==> config.mk <==
export PLATFORM = sky130hd
export DESIGN_NAME = dual_reader_fifo
export DESIGN_NICKNAME = d
export VERILOG_FILES = /design/src/rtl/core/drf_pkg.sv /design/src/rtl/core/drf_cell.sv /design/src/rtl/core/dual_reader_fifo.sv
export SDC_FILE = /design/constraint.sdc
export NUM_CORES = 2
export LEC_CHECK = 0
export ABC_AREA = 1
export BUFFER_PORTS_ARGS = -buffer_cell sky130_fd_sc_hd__buf_2
export CORE_ASPECT_RATIO = 1.2
export CORE_UTILIZATION = 55
export CTS_BUF_LIST = sky130_fd_sc_hd__clkbuf_2 sky130_fd_sc_hd__clkbuf_4 sky130_fd_sc_hd__clkbuf_8
export DETAILED_ROUTE_END_ITERATION = 6
export PLACE_DENSITY = 0.72
export SLEW_MARGIN = 10
export SYNTH_ARGS = -nofsm -noshare
export SYNTH_HDL_FRONTEND = slang
export SYNTH_SLANG_ARGS = --single-unit
==> constraint.sdc <==
create_clock -name i_clk -period 12 [get_ports i_clk]
set_input_delay 1.2 -clock i_clk [delete_from_list [all_inputs] [get_ports i_clk]]
set_output_delay 1.2 -clock i_clk [all_outputs]
set_load 0.02 [all_outputs]
==> src/rtl/core/drf_pkg.sv <==
// ----------------------------------------------------------------------------
// drf_pkg: shared types and codes of the dual reader FIFO
// Record, transfer payload and cell control types, plus command and status
// codes used by the FIFO cells, the top level and the checker.
// ----------------------------------------------------------------------------
`default_nettype none

package drf_pkg;

    localparam logic CMD_INSERT = 1'b0;
    localparam logic CMD_REMOVE = 1'b1;

    typedef enum logic [2:0] {
        ST_OK      = 3'd0,
        ST_EMPTY   = 3'd1,
        ST_ALREADY = 3'd2,
        ST_END     = 3'd3,
        ST_FULL    = 3'd4
    } t_status;

    typedef struct packed {
        logic        cmd;
        logic        reader;
        logic [15:0] sensor_id;
        logic [63:0] reading_bits;
        logic [31:0] timestamp;
    } t_in_item;

    typedef struct packed {
        t_status     status;
        logic [15:0] out_sensor_id;
        logic [63:0] out_reading_bits;
        logic [31:0] out_timestamp;
    } t_out_item;

    typedef struct packed {
        logic [15:0] sensor_id;
        logic [63:0] reading_bits;
        logic [31:0] timestamp;
    } t_record;

    typedef struct packed {
        logic shift;
        logic load;
    } t_cell_ctrl;

endpackage

`default_nettype wire

==> src/rtl/core/drf_cell.sv <==
// ----------------------------------------------------------------------------
// drf_cell: one storage cell of the FIFO chain
// Holds one record. On a shift it takes the record of its neighbour further
// from the head; on a load it takes the record being inserted.
// ----------------------------------------------------------------------------
`default_nettype none

module drf_cell
    import drf_pkg::*;
(
    input  wire        i_clk,
    input  t_cell_ctrl i_ctrl,
    input  t_record    i_next,
    input  t_record    i_ins,
    output t_record    o_rec
);

    t_record r_rec;

    // Shift and load never coincide: one operation is transferred per cycle.
    always_ff @(posedge i_clk) begin
        if (i_ctrl.shift) begin
            r_rec <= i_next;
        end else if (i_ctrl.load) begin
            r_rec <= i_ins;
        end
    end

    assign o_rec = r_rec;

endmodule

`default_nettype wire

==> src/rtl/core/dual_reader_fifo.sv <==
// ----------------------------------------------------------------------------
// dual_reader_fifo: sensor record FIFO shared by two readers
// Input channel carries insert or remove commands; output channel carries
// exactly one status transfer per accepted command, with the head record
// attached on a successful remove.
// Storage is a row of DEPTH cells with the head always in cell 0; an insert
// loads the cell at the fill count and a completed remove shifts the whole
// row one cell towards the head, all cells at once.
// The result is registered and appears in the cycle after the command is transferred.
// One command is taken per cycle while o_in_stall is low; the result is decided from the head cell
// and the control registers in the cycle of the transfer.
// The output register frees the input side: a new command is taken whenever
// the output register is empty or being emptied. While the receiver stalls
// with a result waiting, o_in_stall is raised and the result is held.
// Reset empties the FIFO, clears both readers' taken marks and the end flag;
// cell contents are not cleared and are never shown before being written.
// ----------------------------------------------------------------------------
`default_nettype none

module dual_reader_fifo
    import drf_pkg::*;
#(
    parameter int DEPTH = 16
) (
    input  wire       i_clk,
    input  wire       i_rst_n,
    input  wire       i_in_valid,
    output logic      o_in_stall,
    input  t_in_item  i_in_data,
    output logic      o_out_valid,
    input  wire       i_out_stall,
    output t_out_item o_out_data
);

    localparam int CW = $clog2(DEPTH + 1);

    logic [CW-1:0] r_count;
    logic [1:0]    r_taken;
    logic          r_end;
    logic          r_out_valid;
    t_out_item     r_out;

    logic [CW-1:0] n_count;
    logic [1:0]    n_taken;
    logic          n_end;
    t_out_item     n_out;

    logic          w_accept;
    logic          w_push;
    logic          w_pop;
    logic          w_full;
    logic          w_empty;
    t_record       w_ins;
    t_record       w_rec [DEPTH];

    assign o_in_stall = r_out_valid && i_out_stall;
    assign w_accept   = i_in_valid && !o_in_stall;
    assign w_full     = (r_count == CW'(DEPTH));
    assign w_empty    = (r_count == '0);

    assign w_ins.sensor_id    = i_in_data.sensor_id;
    assign w_ins.reading_bits = i_in_data.reading_bits;
    assign w_ins.timestamp    = i_in_data.timestamp;

    always_comb begin
        n_out   = '0;
        n_out.status = ST_OK;
        n_taken = r_taken;
        n_end   = r_end;
        w_push  = 1'b0;
        w_pop   = 1'b0;
        if (i_in_data.cmd == CMD_INSERT) begin
            if (w_full) begin
                n_out.status = ST_FULL;
            end else begin
                w_push = w_accept;
            end
        end else if (w_empty) begin
            n_out.status = r_end ? ST_END : ST_EMPTY;
        end else if (r_taken[i_in_data.reader]) begin
            n_out.status = ST_ALREADY;
        end else begin
            n_out.out_sensor_id    = w_rec[0].sensor_id;
            n_out.out_reading_bits = w_rec[0].reading_bits;
            n_out.out_timestamp    = w_rec[0].timestamp;
            n_taken[i_in_data.reader] = 1'b1;
            // The head leaves once both readers have had it.
            if (n_taken == 2'b11) begin
                n_taken = 2'b00;
                w_pop   = w_accept;
            end
            if (w_rec[0].sensor_id == '0) begin
                n_end        = 1'b1;
                n_out.status = ST_END;
            end
        end
    end

    always_comb begin
        n_count = r_count;
        if (w_push) begin
            n_count = r_count + CW'(1);
        end else if (w_pop) begin
            n_count = r_count - CW'(1);
        end
    end

    always_ff @(posedge i_clk) begin
        if (!i_rst_n) begin
            r_count     <= '0;
            r_taken     <= '0;
            r_end       <= 1'b0;
            r_out_valid <= 1'b0;
        end else begin
            r_count <= n_count;
            if (w_accept) begin
                r_taken     <= n_taken;
                r_end       <= n_end;
                r_out_valid <= 1'b1;
            end else if (!i_out_stall) begin
                r_out_valid <= 1'b0;
            end
        end
    end

    always_ff @(posedge i_clk) begin
        if (w_accept) begin
            r_out <= n_out;
        end
    end

    for (genvar g = 0; g < DEPTH; g++) begin : g_cell
        t_cell_ctrl w_ctrl;
        t_record    w_next;

        assign w_ctrl.shift = w_pop;
        assign w_ctrl.load  = w_push && (r_count == CW'(g));

        if (g == DEPTH - 1) begin : g_last
            assign w_next = '0;
        end else begin : g_mid
            assign w_next = w_rec[g+1];
        end

        drf_cell u_cell (
            .i_clk  (i_clk),
            .i_ctrl (w_ctrl),
            .i_next (w_next),
            .i_ins  (w_ins),
            .o_rec  (w_rec[g])
        );
    end

    assign o_out_valid = r_out_valid;
    assign o_out_data  = r_out;

endmodule

`default_nettype wire

After elaboration in Yosys (flattened, before gate mapping)
Index checks and enable logic that the tools add are counted.
- register bits after elaboration: 1916
- input bits: 118
- output and inout port bits: 117
- word-level logic and storage cells: 174
- add/subtract/negate cells: 2
- $lt $le $gt $ge: 2
- equality and inequality tests: 18
- muxes and demuxes: 51
- bitwise gates (word level): 4
- reduce and logical (&&, ||, !) cells: 41
- operators by type and width (kind ; count):
    $mux W112 ; 30
    $eq A5 B4 Y1 const B ; 8
    $reduce_bool A2 Y1 ; 16
    $eq A5 B3 Y1 const B ; 4
    $logic_and A1 B1 Y1 ; 19
    $logic_not A16 Y1 ; 1
    $mux W1 ; 11
    $eq A5 B2 Y1 const B ; 2
    $mux W2 ; 5
    $mux W5 ; 2
    $mux W3 ; 2
    $add A5 B1 Y5 const B ; 1
    $eq A5 B1 Y1 const B ; 1
    $eq A5 B5 Y1 const B ; 1
    $logic_not A5 Y1 ; 1
    $reduce_and A5 Y1 ; 1
    $sub A5 B1 Y5 const B ; 1
    $reduce_and A4 Y1 ; 1
    $not A1 Y1 ; 3
    $reduce_or A3 Y1 ; 1
    $eq A2 B2 Y1 const B ; 1
    $lt A1 B2 Y1 const B ; 1
    $ne A2 B1 Y1 const B ; 1
    $or A2 B2 Y2 ; 1
    other kinds (3) ; 3

Logic depth before layout (Yosys ltp)
- word-level depth: 12
- depth in mapped cells: 12
- gate-level depth less buffers: 10

Cells and area by module
A second synthesis with hierarchy kept.
- cells, all modules: 8098
- area, all modules: 83680.3 sq um
- modules (own cells, without submodules) (module ; times used ; cells each ; area an instance (sq um) ; seq. area each (sq um)):
    drf_cell ; 16 ; 475 ; 4855.9 ; 3363.2
    dual_reader_fifo ; 1 ; 498 ; 5985.7 ; 3633.5

Least setup slack after synthesis
OpenSTA, ideal clock, no wires.
- path type: input to register
- from: input port i_out_stall
- to: register g_cell[10].u_cell.r_rec, in the netlist g_cell[10].u_cell.o_rec[0] (enable)
- setup time: 738 ps
- data arrival time: 9625 ps
- data required time: 11262 ps
- setup slack: 1637 ps
- cell stages on the path: 5
- path buffers: 0
- path through: nand2_1 nand3_1 nor2_4 nand3_1 o21ai_0
- longest elaborated chain between the ends: 8
- elaborated cells on any way between the ends: 11
- classes of those cells: mux (6); reduce/logical (5)
- RTL lines (element ; RTL line ; source):
    start: declaration ; dual_reader_fifo.sv:31 ; input wire i_out_stall,
    $logic_and A1 B1 Y1 * ; dual_reader_fifo.sv:56 ; assign o_in_stall = r_out_valid && i_out_stall;
    $logic_not A1 Y1 * ; dual_reader_fifo.sv:57 ; assign w_accept = i_in_valid && !o_in_stall;
    $logic_and A1 B1 Y1 * ; dual_reader_fifo.sv:57 ;
    $mux W1 ; dual_reader_fifo.sv:88 ; if (n_taken == 2'b11) begin
    $mux W1 ; dual_reader_fifo.sv:80 ; end else if (r_taken[i_in_data.reader]) begin
    $mux W1 ; dual_reader_fifo.sv:78 ; end else if (w_empty) begin
    $mux W1 ; dual_reader_fifo.sv:72 ; if (i_in_data.cmd == CMD_INSERT) begin
    $reduce_bool A2 Y1 (no source line) * ; -- ;
    end signal: assignment ; drf_cell.sv:23 ; r_rec <= i_next;
    end signal: assignment ; drf_cell.sv:25 ; r_rec <= i_ins;
    end: declaration ; drf_cell.sv:18 ; t_record r_rec;
Mark *: on every way between the ends. The rest lies on a longest branch, timed or not.
A chain may end at the register's enable or synchronous reset.

Worst setup path in the final report
- from: register r_count[0]
- to: register g_cell[14].u_cell.r_rec, in the netlist g_cell[14].u_cell.o_rec[47], data pin
- longest elaborated chain between the ends: 4
- RTL lines (element ; RTL line ; source):
    start: declaration ; dual_reader_fifo.sv:37 ; logic [CW-1:0] r_count;
    start signal: assignment ; dual_reader_fifo.sv:115 ; r_count <= n_count;
    $logic_not A5 Y1 ; dual_reader_fifo.sv:59 ; assign w_empty = (r_count == '0);
    $mux W1 ; dual_reader_fifo.sv:78 ;
    $mux W1 ; dual_reader_fifo.sv:72 ;
    $mux W112 ; drf_cell.sv:22 ; if (i_ctrl.shift) begin
    end signal: assignment ; drf_cell.sv:23 ;
    end signal: assignment ; drf_cell.sv:25 ;
    end: declaration ; drf_cell.sv:18 ;
No other way between the ends.

==> results.json <==
{
  "status": "finished with violations",
  "violations": "DRC",
  "numCtsBuffers": 305,
  "dp_hpwl_mm": 81.5,
  "grt_antenna_before_repair": 9,
  "clockRootBuffer": "clkbuf_8",
  "synth.distinct_cells": 27,
  "cp_data_arrival_time_ns": 5.94,
  "fmax_mhz": 192,
  "yosysMostFrequentCell": "nand2_1",
  "layout_worst_path_cycle_share_pct": 43.4,
  "utilization_pct": 61.5,
  "critPathKind": "flop to flop",
  "syn-num-nets": 6459,
  "dp.cells": 8039,
  "rows": 147,
  "cts_tree": "built",
  "die_width_um": 337,
  "drv_slew": 0,
  "ir_drop_mv": 0.111,
  "drt_pass1_iterations": 7,
  "netlist_top_cells_count": "nand2_1 (3,282), edfxtp_1 (1,795), buf_2 (263), inv_1 (241), o21ai_0 (236)",
  "synth_area_leaders": "edfxtp_1 (73%), nand2_1 (17%), dfxtp_1 (3.3%)",
  "synth_top_area_share_pct": 72.8,
  "cts-resized-gates": 0,
  "pin_count": 235,
  "dpl_worst_slack_ns": 6.34,
  "cp-end-kind": "flop",
  "core_area_sq_mm": 0.134,
  "post_cts_buffers": 0,
  "path_max_fanout": 94,
  "ant_nets": 0,
  "grt_first_pass_wirelength_mm": 247,
  "worstSkewPairLatency_ns": 0.95,
  "synth-warning-count": 0,
  "hold_depth": 2,
  "relSlewSlack_pct": 21.8,
  "place_congestion": 0.776,
  "cts.clk_slew.worst_paths_ns": 0.06,
  "die_h_um": 404,
  "grt_max_degree": 276,
  "final_hold_viol_count": 0,
  "routed_via_density": 5.23,
  "maxCapViolCount": 0,
  "fp.dieArea_sq_mm": 0.136,
  "grt_pass1_vias": 43300,
  "totalPowerFinal_mw": 14.0,
  "finalNonFillerCells": 8578,
  "fin_nets": 6682,
  "drt_iter0_drc": 4702,
  "ys_seq_elements": 1916,
  "power_density_mw_per_mm2": 171,
  "skew_ns": 0.0608,
  "drcViolationCount": 5,
  "overflow": 0,
  "grt_setup_unrepaired": "false",
  "syn_inst": 6335,
  "seq_area_frac_synth_pct": 76.1,
  "setup_ws_ns": 6.79,
  "worstPathRequired_ns": 12.73,
  "area_growth_pct": 11.1,
  "synthesis.area_sq_mm": 0.0741,
  "cts_hold_buf": 0,
  "yosysTopAreaCell": "edfxtp_1",
  "syn_avg_cell_area_sq_um": 11.7,
  "clockBufferDepth": 4,
  "fin_tns_setup_ns": 0,
  "p_leak_nw": 31.5,
  "rr_worst_depth": 11,
  "port-buffer-count": 234,
  "drt_wl_total_mm": 160,
  "min_period_ns": 5.21,
  "setup_viol": 0,
  "worst_pin_slew_ns": 1.17,
  "ys.flop_type": "edfxtp_1",
  "crit_path_start_kind": "flop",
  "h-tree-depth": 5,
  "wl_per_cell_um": 18.7,
  "final_layout_size_suffix_gt1_share_pct": 11.9,
  "cts_sinks": 1916,
  "fillCellCount": 10500,
  "async_reset_ff_share_pct": 0,
  "vias": 44900,
  "hp-class": "flop to flop",
  "start_util_pct": 55.4,
  "synth_edf_count": 1795,
  "grt_usage_pct": 23.7
}
-- where the power goes --
group | switching, mW | leakage, nW | total [mW] | internal, mW
Sequential | 0.0791 | 17.3 | 7.73 | 7.65
Combinational | 0.555 | 10.9 | 0.771 | 0.216
Clock | 2.46 | 3.23 | 5.54 | 3.08
-- critical path, stage by stage, from the launching register on --
cell     delay (ns)
dfxtp_1        0.35
inv_1          0.20
ha_1           0.24
inv_1          0.05
nor2_1         0.15
nand2_2        0.15
nand4_4        0.48
buf_4          0.74
buf_4          0.78
buf_4          0.87
nand2_1        0.56
o21ai_0        0.22
-- area by class of cell --
cell class	instances	area [sq um]	share of cell area [%]
Antenna cell	8	20.0	0.0243
Clock buffer	478	5730	6.96
Clock inverter	53	315	0.383
Inverter	243	925	1.12
Multi-Input combinational cell	3813	15100	18.3
Sequential cell	1916	56300	68.4
Tap cell	1788	2240	2.72
Timing Repair Buffer	279	1650	2.00
-- path summary, 6_finish.rpt --
| kind | from | endpoint | slack [ns] |
|---|---|---|---|
| setup / recovery | r_count[0] | g_cell[14].u_cell.o_rec[47] | 6.79 |
| hold / removal | g_cell[15].u_cell.o_rec[35] | g_cell[15].u_cell.o_rec[35] | 0.45 |
| setup reg to reg | r_count[0] | g_cell[14].u_cell.o_rec[47] | 6.79 |
| hold reg to reg | g_cell[15].u_cell.o_rec[35] | g_cell[15].u_cell.o_rec[35] | 0.45 |
-- stage by stage --
| stage | cell area, sq um | hold slack, ns |
|---|---|---|
| 2_1_floorplan | 74100 | 0.425 |
| 3_5_place_dp | 76200 | 0.441 |
| 4_1_cts | 82300 | 0.420 |
| 5_1_grt | 82300 | 0.462 |
| 3_3_place_gp | 76200 | 0.434 |
| 6_report | 82300 | 0.446 |
-- sequential cells by signal, summed over array words and instances, names as in the netlist --
signal               cells
r_taken                  2
r_end                    1
r_count                  5
g_cell.u_cell.o_rec   1792
o_out_valid              1
o_out_data             115
-- layer usage --
| metal | vias to the layer above | part of all wire (%) | GRT usage [%] |
|---|---|---|---|
| met5 | - | 0.017 | 0 |
| met4 | 4 | 2.7 | 8.29 |
| met3 | 266 | 7.1 | 4.02 |
| met2 | 1592 | 47 | 37.2 |
| met1 | 21700 | 43 | 33.8 |
| li1 | 21300 | - | - |
-- cells in the final DEF (no fill, tap or decap), drive strengths merged, types with 8 or more instances in the layout --
cell and n:
buf 279, nand2 3285, a21oi 118, o21ai 244, nand3 14, edfxtp 1795
clkbuf 478, diode 8, dfxtp 121, inv 242, nor2 136, clkinv 45
-- cells by family (layout without fill, tap and decap cells) --
family	count (synthesis)	after routing	synth area share (%)
buffers and inverters	606	1053	3.81
other	0	8	0
and+or+nand+nor	3442	3442	17.6
DFF	1916	1916	76.1
AOI/OAI and AO/OA	362	362	2.45
xor gates and xnor gates	3	3	0.0355
adders and majority gates	6	6	0.101
Note: power is estimated with default switching activity, not from simulation.
